**config.mk**
```make
export PLATFORM = sky130hd
export DESIGN_NAME = block_quant_dequantizer_top
export DESIGN_NICKNAME = d
export VERILOG_FILES = /design/src/hw/rtl/bqd_pkg.sv /design/src/hw/rtl/bqd_core.sv /design/src/hw/rtl/bqd_out.sv /design/src/hw/rtl/block_quant_dequantizer_top.sv
export SDC_FILE = /design/constraint.sdc
export NUM_CORES = 1
export LEC_CHECK = 0
export BUFFER_PORTS_ARGS = -buffer_cell sky130_fd_sc_hd__clkbuf_2
export CORE_ASPECT_RATIO = 0.5
export CORE_UTILIZATION = 47
export DETAILED_ROUTE_END_ITERATION = 8
export PLACE_DENSITY_LB_ADDON = 0.15
export RECOVER_POWER = 50
export SYNTH_ARGS = -nofsm -noshare
export SYNTH_HDL_FRONTEND = slang
export SYNTH_SLANG_ARGS = --single-unit
```
**constraint.sdc**
```tcl
create_clock -name aclk -period 22.3 [get_ports aclk]
set_input_delay 5.575 -clock aclk [delete_from_list [all_inputs] [get_ports aclk]]
set_output_delay 5.575 -clock aclk [all_outputs]
set_load 0.02 [all_outputs]
```
**src/hw/rtl/bqd_pkg.sv**
```systemverilog
// ----------------------------------------------------------------------------
// bqd_pkg
// Shared types, constants and float helpers of the block dequantizer.
// ----------------------------------------------------------------------------
`default_nettype none
package bqd_pkg;

    typedef enum logic [1:0] {
        FMT_F32  = 2'd0,
        FMT_F16  = 2'd1,
        FMT_Q4_0 = 2'd2,
        FMT_Q8_0 = 2'd3
    } fmt_t;

    localparam int ROW_INDEX_BITS_DEF = 16;
    localparam logic [5:0] Q4_BLOCK_BYTES = 6'd18;
    localparam logic [5:0] Q8_BLOCK_BYTES = 6'd34;
    localparam logic [0:0] REG_FORMAT     = 1'd0;
    localparam logic [0:0] REG_ROW_LENGTH = 1'd1;
    localparam logic [15:0] ROW_LENGTH_RST = 16'd32;

    typedef struct packed {
        logic        two;    // two results pending
        logic [31:0] v0;
        logic        end0;
        logic [31:0] v1;
        logic        end1;
    } res_pair_t;

    function automatic logic [3:0] msb10(input logic [9:0] v);
        logic [3:0] p;
        p = 4'd0;
        for (int i = 0; i < 10; i++) begin
            if (v[i]) p = 4'(i);
        end
        return p;
    endfunction

    function automatic logic [31:0] half_to_single(input logic [15:0] h);
        logic [4:0]  e;
        logic [9:0]  f;
        logic [3:0]  p;
        logic [31:0] r;
        e = h[14:10];
        f = h[9:0];
        p = msb10(f);
        if (e == 5'h1F) begin
            r = {h[15], 8'hFF, f, 13'd0};
        end else if (e == 5'd0) begin
            if (f == 10'd0) r = {h[15], 31'd0};
            else begin
                r = {h[15], 8'(p + 4'd0) + 8'd103, 23'(({13'd0, f} << (5'd23 - 5'(p))))};
            end
        end else begin
            r = {h[15], 8'(e) + 8'd112, f, 13'd0};
        end
        return r;
    endfunction

    function automatic logic [4:0] msb19(input logic [18:0] v);
        logic [4:0] p;
        p = 5'd0;
        for (int i = 0; i < 19; i++) begin
            if (v[i]) p = 5'(i);
        end
        return p;
    endfunction

    // exact single of k * half(h), |k| <= 128
    function automatic logic [31:0] scaled(input logic [15:0] h, input logic [7:0] k);
        logic        sgn;
        logic [4:0]  e;
        logic [9:0]  f;
        logic [7:0]  ak;
        logic [10:0] m;
        logic [18:0] prod;
        logic [4:0]  p;
        logic [8:0]  ex;
        logic [31:0] r;
        sgn  = h[15] ^ k[7];
        e    = h[14:10];
        f    = h[9:0];
        ak   = k[7] ? (8'd0 - k) : k;
        m    = (e == 5'd0) ? {1'b0, f} : {1'b1, f};
        prod = {8'd0, m} * {11'd0, ak};
        p    = msb19(prod);
        // p + ex + 127, ex = -24 (subnormal) or e-25
        ex   = (e == 5'd0) ? (9'(p) + 9'd103) : (9'(p) + 9'(e) + 9'd102);
        if (e == 5'h1F) begin
            if (f != 10'd0) r = half_to_single(h) | 32'h0040_0000;
            else if (ak == 8'd0) r = 32'h7FC0_0000;
            else r = {sgn, 8'hFF, 23'd0};
        end else if (m == 11'd0 || ak == 8'd0) begin
            r = {sgn, 31'd0};
        end else begin
            r = {sgn, ex[7:0], 23'({4'd0, prod} << (5'd23 - p))};
        end
        return r;
    endfunction

endpackage
`default_nettype wire

```
**src/hw/rtl/bqd_core.sv**
```systemverilog
// ----------------------------------------------------------------------------
// bqd_core
// Per-byte decode: position tracking, gathering and scaling into result pair.
// ----------------------------------------------------------------------------
`default_nettype none
module bqd_core #(
    parameter int ROW_INDEX_BITS = bqd_pkg::ROW_INDEX_BITS_DEF
) (
    input  wire logic              aclk,
    input  wire logic              aresetn,
    input  wire logic              step,
    input  wire logic [7:0]        data_byte,
    input  wire logic              start_req,
    input  wire logic [1:0]        format,
    input  wire logic [15:0]       row_length,
    output bqd_pkg::res_pair_t     res,
    output logic [1:0]             res_count
);
    localparam logic [ROW_INDEX_BITS-1:0] CAP = '1;

    logic [5:0]                byte_position_reg, byte_position_next;
    logic [15:0]               scale_half_reg, scale_half_next;
    logic [23:0]               partial_word_reg, partial_word_next;
    logic [ROW_INDEX_BITS-1:0] element_in_row_reg, element_in_row_next;

    logic [5:0]                size, pos, pos_inc;
    logic [ROW_INDEX_BITS-1:0] len, eir, eir1, eir2;
    logic [32:0]               len_w;
    logic                      blk;

    always_comb begin
        len_w = {17'd0, row_length};
        if (row_length == 16'd0) len_w = 33'd1;
        if (len_w > 33'(CAP)) len = CAP;
        else len = len_w[ROW_INDEX_BITS-1:0];
    end

    always_comb begin
        case (format)
            bqd_pkg::FMT_F32:  size = 6'd4;
            bqd_pkg::FMT_F16:  size = 6'd2;
            bqd_pkg::FMT_Q4_0: size = bqd_pkg::Q4_BLOCK_BYTES;
            default:           size = bqd_pkg::Q8_BLOCK_BYTES;
        endcase
        blk  = format[1];
        eir  = start_req ? '0 : element_in_row_reg;
        pos  = start_req ? 6'd0 : byte_position_reg;
        if (pos >= size) pos = 6'd0;
        eir1 = eir + 1'b1;
        eir2 = eir + 2'd2;

        byte_position_next  = byte_position_reg;
        scale_half_next     = scale_half_reg;
        partial_word_next   = partial_word_reg;
        element_in_row_next = eir;
        res       = '0;
        res_count = 2'd0;
        res.end0  = {1'b0, eir1} >= {1'b0, len} || eir1 == '0;
        res.end1  = {1'b0, eir2} >= {1'b0, len} || eir2 < eir1 || eir2 == '0;
        if (eir1 == '0) res.end0 = ({1'b1, eir1} >= {1'b0, len});
        if (eir2 == '0 || eir2 == '1 && eir1 == '0)
            res.end1 = 1'b1;

        case (format)
            bqd_pkg::FMT_F32: begin
                if (pos == 6'd0) partial_word_next = {16'd0, data_byte};
                else if (pos == 6'd1)
                    partial_word_next = partial_word_reg | {8'd0, data_byte, 8'd0};
                else if (pos == 6'd2)
                    partial_word_next = partial_word_reg | {data_byte, 16'd0};
                else begin
                    res.v0 = {data_byte, partial_word_reg};
                    res_count = 2'd1;
                    element_in_row_next = ({1'b0, eir1} >= {1'b0, len}) ? '0 : eir1;
                end
            end
            bqd_pkg::FMT_F16: begin
                if (pos == 6'd0) partial_word_next = {16'd0, data_byte};
                else begin
                    res.v0 = bqd_pkg::half_to_single({data_byte, partial_word_reg[7:0]});
                    res_count = 2'd1;
                    element_in_row_next = ({1'b0, eir1} >= {1'b0, len}) ? '0 : eir1;
                end
            end
            default: begin
                if (pos == 6'd0) scale_half_next = {8'd0, data_byte};
                else if (pos == 6'd1) scale_half_next = {data_byte, scale_half_reg[7:0]};
                else if (format == bqd_pkg::FMT_Q8_0) begin
                    if (eir < len) begin
                        res.v0 = bqd_pkg::scaled(scale_half_reg, data_byte);
                        res_count = 2'd1;
                        element_in_row_next = eir1;
                    end
                end else begin
                    res.v0 = bqd_pkg::scaled(scale_half_reg,
                        {{4{data_byte[3]}}, data_byte[3:0]});
                    res.v1 = bqd_pkg::scaled(scale_half_reg,
                        {{4{data_byte[7]}}, data_byte[7:4]});
                    if (eir < len) begin
                        element_in_row_next = eir1;
                        if (eir1 < len && eir1 != '0) begin
                            res_count = 2'd2;
                            element_in_row_next = eir2;
                        end else begin
                            res_count = 2'd1;
                        end
                    end
                end
            end
        endcase
        res.two = (res_count == 2'd2);

        pos_inc = pos + 6'd1;
        if (pos_inc >= size) begin
            pos_inc = 6'd0;
            if (blk && element_in_row_next >= len) element_in_row_next = '0;
        end
        byte_position_next = pos_inc;
    end

    always_ff @(posedge aclk) begin
        if (!aresetn) begin
            byte_position_reg  <= '0;
            scale_half_reg     <= '0;
            partial_word_reg   <= '0;
            element_in_row_reg <= '0;
        end else if (step) begin
            byte_position_reg  <= byte_position_next;
            scale_half_reg     <= scale_half_next;
            partial_word_reg   <= partial_word_next;
            element_in_row_reg <= element_in_row_next;
        end
    end
endmodule
`default_nettype wire

```
**src/hw/rtl/bqd_out.sv**
```systemverilog
// ----------------------------------------------------------------------------
// bqd_out
// Result register holding up to two results; drains one per transfer.
// ----------------------------------------------------------------------------
`default_nettype none
module bqd_out (
    input  wire logic               aclk,
    input  wire logic               aresetn,
    input  wire logic               load,
    input  wire bqd_pkg::res_pair_t res,
    input  wire logic [1:0]         res_count,
    output logic                    ready_in,
    output logic                    m_tvalid,
    input  wire logic               m_tready,
    output logic [31:0]             m_tdata,
    output logic                    m_tlast,
    output logic                    m_tuser
);
    logic [1:0]         cnt_reg, cnt_next;
    bqd_pkg::res_pair_t buf_reg;
    logic               fire;

    assign fire     = m_tvalid && m_tready;
    assign ready_in = (cnt_reg == 2'd0) || (cnt_reg == 2'd1 && m_tready);
    assign m_tvalid = cnt_reg != 2'd0;
    assign m_tdata  = (cnt_reg == 2'd2) ? buf_reg.v0 : (buf_reg.two ? buf_reg.v1 : buf_reg.v0);
    assign m_tuser  = (cnt_reg == 2'd2) ? buf_reg.end0 : (buf_reg.two ? buf_reg.end1 : buf_reg.end0);
    assign m_tlast  = cnt_reg == 2'd1;

    always_comb begin
        cnt_next = cnt_reg - {1'b0, fire};
        if (load) cnt_next = res_count;
    end

    always_ff @(posedge aclk) begin
        if (!aresetn) cnt_reg <= 2'd0;
        else cnt_reg <= cnt_next;
    end

    always_ff @(posedge aclk) begin
        if (load) buf_reg <= res;
    end
endmodule
`default_nettype wire

```
**src/hw/rtl/block_quant_dequantizer_top.sv**
```systemverilog
// ----------------------------------------------------------------------------
// block_quant_dequantizer_top
// Byte-stream tensor dequantizer to single precision.
// ----------------------------------------------------------------------------
// Input: one stored byte per transfer on s_tdata, s_tuser marks the first byte
// of a tensor. Output: m_tdata is the single precision element, m_tuser marks
// the last element of a row, m_tlast the last result caused by its byte.
// A byte is decoded in the cycle it is taken; its results are visible on the
// next cycle. One byte per cycle is sustained for f32, f16 and q8_0 (at most
// one result per byte) while the receiver is ready; a q4_0 quant byte yields
// two results, and no new byte is taken until the first of them has drained,
// bound by the single result port.
// Reset clears position counters, scale and format (f32, row length 32).
// When the receiver stalls, the pending results hold and s_tready drops once
// the result register cannot take a new byte's output.
// Configuration goes through the APB port: format at 0x0, row_length at 0x4.
// ----------------------------------------------------------------------------
`default_nettype none
module block_quant_dequantizer_top #(
    parameter int ROW_INDEX_BITS = bqd_pkg::ROW_INDEX_BITS_DEF
) (
    input  wire logic        aclk,
    input  wire logic        aresetn,
    input  wire logic        s_tvalid,
    output logic             s_tready,
    input  wire logic [7:0]  s_tdata,   // data_byte
    input  wire logic        s_tuser,   // start_req
    output logic             m_tvalid,
    input  wire logic        m_tready,
    output logic [31:0]      m_tdata,   // value_bits
    output logic             m_tlast,   // last_in_run
    output logic             m_tuser,   // row_end
    input  wire logic        psel,
    input  wire logic        penable,
    input  wire logic        pwrite,
    input  wire logic [2:0]  paddr,
    input  wire logic [31:0] pwdata,
    output logic [31:0]      prdata,
    output logic             pready
);
    logic [1:0]         format_reg;
    logic [15:0]        row_length_reg;
    logic               step;
    bqd_pkg::res_pair_t res;
    logic [1:0]         res_count;

    assign pready = 1'b1;
    assign step   = s_tvalid && s_tready;

    always_ff @(posedge aclk) begin
        if (!aresetn) begin
            format_reg     <= bqd_pkg::FMT_F32;
            row_length_reg <= bqd_pkg::ROW_LENGTH_RST;
        end else if (psel && penable && pwrite && paddr[1:0] == 2'd0) begin
            case (paddr[2])
                bqd_pkg::REG_FORMAT:     format_reg     <= pwdata[1:0];
                bqd_pkg::REG_ROW_LENGTH: row_length_reg <= pwdata[15:0];
                default: ;
            endcase
        end
    end

    always_comb begin
        case (paddr[2])
            bqd_pkg::REG_FORMAT: prdata = {30'd0, format_reg};
            default:             prdata = {16'd0, row_length_reg};
        endcase
    end

    bqd_core #(.ROW_INDEX_BITS(ROW_INDEX_BITS)) u_core (
        .aclk(aclk), .aresetn(aresetn), .step(step),
        .data_byte(s_tdata), .start_req(s_tuser),
        .format(format_reg), .row_length(row_length_reg),
        .res(res), .res_count(res_count)
    );

    bqd_out u_out (
        .aclk(aclk), .aresetn(aresetn), .load(step),
        .res(res), .res_count(res_count), .ready_in(s_tready),
        .m_tvalid(m_tvalid), .m_tready(m_tready), .m_tdata(m_tdata),
        .m_tlast(m_tlast), .m_tuser(m_tuser)
    );
endmodule
`default_nettype wire

```
**Word-level counts from Yosys, hierarchy flattened**

Cells that the tools add are included.
Widths: inputs -> output; s select.

- Bits in registers: 149
- Output and inout port bits: 69
- Logic and storage cells: 269
- Input port bits: 51

- Shifts and indexed selects: 4
- Bitwise operators: 6
- Magnitude comparators: 10
- Muxes and demuxes: 155
- Eq/ne operators: 13
- $add $sub $neg: 22
- Reductions and logical operators: 43
- Multiply operators: 3

Operators with widths:

| cell | number |
|---|---|
| $mux 32 | 19 |
| $mux 16 | 19 |
| $mux 31 | 6 |
| $mux 4 | 28 |
| $mux 5 | 22 |
| $mux 24 | 4 |
| $shl 19x5->23 | 3 |
| $pmux 32 s2 | 1 |
| $mul 11x8->19 | 3 |
| $ge 16x16->1 | 3 |
| $logic_not 16->1 | 3 |
| $lt 16x16->1 | 3 |
| $mux 3 | 16 |
| $mux 8 | 6 |
| $pmux 24 s2 | 1 |
| $add 5x7->8 const B | 4 |
| $mux 2 | 16 |
| $pmux 16 s2 | 1 |
| $add 8x7->8 const B | 3 |
| $logic_not 8->1 | 3 |
| $or 24x16->24 | 1 |
| $or 24x24->24 | 1 |
| $shl 10x5->23 | 1 |
| $add 5x5->6 | 3 |
| other kinds (42) | 86 |

**Depth between registers and ports, before layout**

- Depth after elaboration: 36
- Gate-level depth with buffers: 38
- Depth with buffers taken out: 34

**Modules after synthesis**

Synthesis repeated with hierarchy kept, for this count alone.

- Cells, all modules: 3,097
- Area, all modules: 24,984.0 um2

Modules (own cells, without submodules):

| module | sequential area each (um2) | area each (um2) | cells an instance | times used |
|---|---|---|---|---|
| bqd_core | 1,241.2 | 21,375.5 | 2,860 | 1 |
| bqd_out | 2,052.0 | 2,552.4 | 120 | 1 |
| block_quant_dequantizer_top | 360.3 | 1,056.0 | 117 | 1 |

**Least setup slack after synthesis**

OpenSTA, ideal clock, no wires.

- Path kind: input-to-reg
- From: input port s_tdata[4]
- To: register u_out.buf_reg[61] in the netlist's numbering (data pin)
- Required time: 22.039 ns
- Arrival time: 13.815 ns
- Library setup time: 0.261 ns
- Path slack: 8.224 ns
- Buffers on the path: 4
- Cell stages on the path: 36
- Cell sequence: clkbuf_1 inv_1 ha_1 or3b_2 o21ai_1 xnor2_1 and2_1 fa_1 fa_1 fa_1 inv_1 fa_1 inv_1 ha_1 buf_2 o21a_1 a21oi_1 and2_1 o32ai_1 a311oi_2 nand4_1 o21ai_1 buf_2 buf_2 inv_1 ha_1 a21oi_1 nand2_1 and2_1 nor2_1 a21boi_0 xnor2_1 a21oi_1 o41ai_1 a31oi_1 a221o_1

RTL lines:

| item | RTL line | RTL |
|---|---|---|
| start, declared | block_quant_dequantizer_top.sv:26 | `input wire logic [7:0] s_tdata,` |
| end signal, assigned | bqd_out.sv:41 | `if (load) buf_reg <= res;` |
| end, declared | bqd_out.sv:20 | `bqd_pkg::res_pair_t buf_reg;` |

==> summary.md <==
| Metric | Value |
|---|---|
| Crit path kind | `in2reg` |
| Net switching power | `1.09 mW` |
| Clock tree buffer depth | `2` |
| I/O pins | `120` |
| GPL Wtd Cong | `0.998` |
| Main combinational cell family by area after synthesis | `adder cells` |
| Nets | `3675` |
| CP peak stage delay | `0.91 ns` |
| Area share of fa/ha/maj cells after synthesis | `25.4%` |
| Vias/cell | `6.14` |
| Mapped Cells | `3122` |
| Routed met3 length | `7.26 mm` |
| Failing checks | `max-capacitance violations, max-slew violations` |
| Tot GR Track Use | `31.7%` |
| Yosys top cell area share | `13.2%` |
| Clk sinks | `149` |
| Compound-Gate Fraction of Synth Area | `23.0%` |
| Clk root buf | `clkbuf_16` |
| Clock Skews | `0.0165 ns` |
| Core area | `52300 sq um` |
| Post-Route M1 WL | `39.4 mm` |
| Routed Antenna Nets | `0` |
| CTS tree | `yes` |
| Leak Pwr | `12.0 nW` |
| Area grow syn2layout | `7.48%` |
| Post-synthesis mux area share | `6.28%` |
| Number of global-route vias before repair | `22600` |
| Met2 WL | `36.7 mm` |
| Mapped Area | `25100 sq um` |
| Critical Path End | `u_out.buf_reg[62]` |
| Hold Vio Cnt, Final | `0` |
| Share of cells above drive strength 1 | `7.66%` |
| R2r startpoint | `u_core.scale_half_reg[11]` |
| Final Power | `2.05 mW` |
| # Post-CTS Setup Buffers | `0` |
| Tmin final | `15.75 ns` |
| Die Width | `329 um` |
| Cell mode on critical path | `inv_1` |
| RSZ-0062 raised after global routing | `false` |
| Syn. warnings | `0` |
| Die H | `165 um` |
| Synth unique cells | `106` |
| Worst setup EP type | `register` |
| CP max-delay cell | `nor4_1` |
| Post-cts gate resize count | `0` |
| ANT cells | `0` |
| Power Density | `76.1 nW/um^2` |
| Rel. slew slack | `-174%` |
| XOR/XNOR Fraction of Synth Area | `3.10%` |
| Clk_lat worst skew | `0.45 ns` |
| TritonCTS Buffers | `17` |
| Post-synth EDFFs | `67` |
| Die area | `54400 sq um` |
| Largest net degree at the start of global routing | `75` |
| Largest vdd supply drop | `76.3 uV` |
| Congestion Overflow GR | `0` |
| First drt pass iteration count | `6` |
| Top Layer Used | `met4` |
| WHS Path Cells | `2` |
| # port buffers | `86` |
| Hold Crit Class | `reg2reg` |
| Prevailing post-synth register cell | `dfxtp_1` |
| P_int | `0.967 mW` |
| Tcrit/Tclk final | `70.6%` |
| DR vias | `24100` |
| Row cnt | `59` |
| Worst setup path start | `s_tdata[1]` |
| Initial antenna violation count | `1` |
| Largest register FFs | `67` |
| Yosys reg bits | `149` |
| WP data required | `22.48 ns` |
| Setup tns final | `0 ns` |
| # Max-Cap Violations | `3` |
| Worst-margin pin slew | `4.10 ns` |
| Sequential share of power | `15.5%` |
| Synth top area cells | `fa_1 13%, ha_1 12%, edfxtp_1 8.0%` |
| Status | `complete, but fails checks` |
| Clock transition at the registers of the reported paths | `0.07 ns` |
| Fmax | `0.0635 GHz` |
| Fraction of power spent switching nets | `52.9%` |
| Reg2reg setup slack | `12.68 ns` |
| Avg Synthesized Cell Area | `8.05 sq um` |
| H-Tree Depth | `4` |
| Synth area leader | `fa_1` |
| Global-route wire length before repair | `133 mm` |
| Placed cell count | `3895` |
| CP max FO | `21` |
| Worst Reg-to-Reg Cells | `27` |
| Starting density of the core | `48.0%` |
| CTS Hold Buffers Added | `0` |
| Wire per inst | `22.0 um` |
| Simple-Gate Fraction of Synth Area | `19.8%` |
| Total wire length | `86.6 mm` |
| Clock group share of total power | `14.6%` |
| Dpl hpwl | `68.0 mm` |
| DRT iter0 DRCs | `2449` |
| Reg-to-Reg End | `u_out.buf_reg[41]` |
| Fraction of registers with async set/reset | `0%` |
| Comb power frac | `70.0%` |
| Drt drc | `0` |
| Setup violators final | `0` |
| Post-Layout Cell Count | `3927` |
| Sequential area share after synthesis | `14.5%` |
| Arr. time, crit path | `15.94 ns` |
| Fin. max-slew vios | `172` |
| Startpoint types | `input port` |
## critical path: cells and delay by family
| family | cells | cell delay (ns) |
|---|---|---|
| AO/OA/AOI/OAI | 9 | 2.38 |
| XOR/XNOR | 3 | 0.55 |
| adder cells (fa/ha/maj) | 7 | 3.37 |
| buffers and inverters | 9 | 2.37 |
| AND/OR/NAND/NOR | 6 | 1.63 |
## area by class of cell
| class | count | area, sq um |
|---|---|---|
| fillers | 5149 | 25300 |
| clock inverters | 11 | 109 |
| well taps | 701 | 877 |
| flip-flops and latches | 149 | 3650 |
| repair buffers | 137 | 768 |
| inverters | 311 | 1170 |
| clock buffers | 21 | 483 |
| multi-input cells | 2597 | 19900 |
## cell usage in the layout (no fill, tap or decap), drive strengths merged, types with 50 or more instances in the layout
cell type,n
inv,311
dfxtp,82
nor2,229
o21ai,154
nand3,95
conb,113
nor2b,83
a21o,50
clkbuf,111
nor3,57
a21oi,191
nand2,273
and2,94
mux2,53
fa,165
xnor2,54
mux2i,89
ha,246
edfxtp,67
## how the worst min path moves through the flow
stage	startpoint	end	slack, ns
2_1_floorplan	u_core.element_in_row_reg[13]	u_core.element_in_row_reg[13]	0.43
3_3_place_gp	u_core.partial_word_reg[15]	u_core.partial_word_reg[15]	0.45
3_5_place_dp	u_core.partial_word_reg[9]	u_core.partial_word_reg[9]	0.46
4_1_cts	u_core.partial_word_reg[15]	u_core.partial_word_reg[15]	0.47
5_1_grt	u_core.element_in_row_reg[15]	u_core.element_in_row_reg[15]	0.50
6_report	u_core.partial_word_reg[15]	u_core.partial_word_reg[15]	0.47
## power by group through the flow
stage,Sequential (mW),Combinational [mW],Clock (mW)
4_1_cts,0.315,1.36,0.302
3_5_place_dp,0.321,1.34,0
6_report,0.317,1.44,0.299
5_1_grt,0.319,1.56,0.313
2_1_floorplan,0.315,1.04,0
3_3_place_gp,0.321,1.34,0
## Yosys cell counts (34+ instances only)
cell type	count
inv_1	299
nand2_1	272
ha_1	246
nor2_1	229
a21oi_1	190
fa_1	165
o21ai_0	138
clkbuf_1	123
and2_1	93
nand3_1	93
mux2i_1	89
nor2b_1	83
dfxtp_1	82
edfxtp_1	67
nor3_1	56
xnor2_1	54
mux2_2	52
a21o_1	50
a31oi_1	38
a211oi_1	34
o211ai_1	34
## per-stage QoR
| step | setup WS, ns | util (%) | hold WS, ns | instance area (sq um) |
|---|---|---|---|---|
| 3_5_place_dp | 6.54 | 50.5 | 0.457 | 26500 |
| 5_1_grt | 6.22 | 51.6 | 0.499 | 27000 |
| 4_1_cts | 6.97 | 51.7 | 0.475 | 27000 |
| 2_1_floorplan | 8.22 | - | 0.435 | 25500 |
| 3_3_place_gp | 6.51 | 50.5 | 0.449 | 26500 |
| 6_report | 6.55 | 51.6 | 0.472 | 27000 |
## per-layer routing
layer  track usage [%]  up-vias
li1                  -    11200
met1              44.9    11700
met2              48.1     1028
met3              5.29      193
met4              12.0        0
met5                 0        -
## logic make-up after synthesis
| logic type | count (synthesis) |
|---|---|
| and+or+nand+nor | 1010 |
| AOI/OAI and AO/OA | 829 |
| buffers and inverters | 487 |
| adders and majority gates | 411 |
| DFF | 149 |
| muxes | 146 |
| xor gates and xnor gates | 88 |
| other | 2 |
Power figures use the tool's default switching activity.
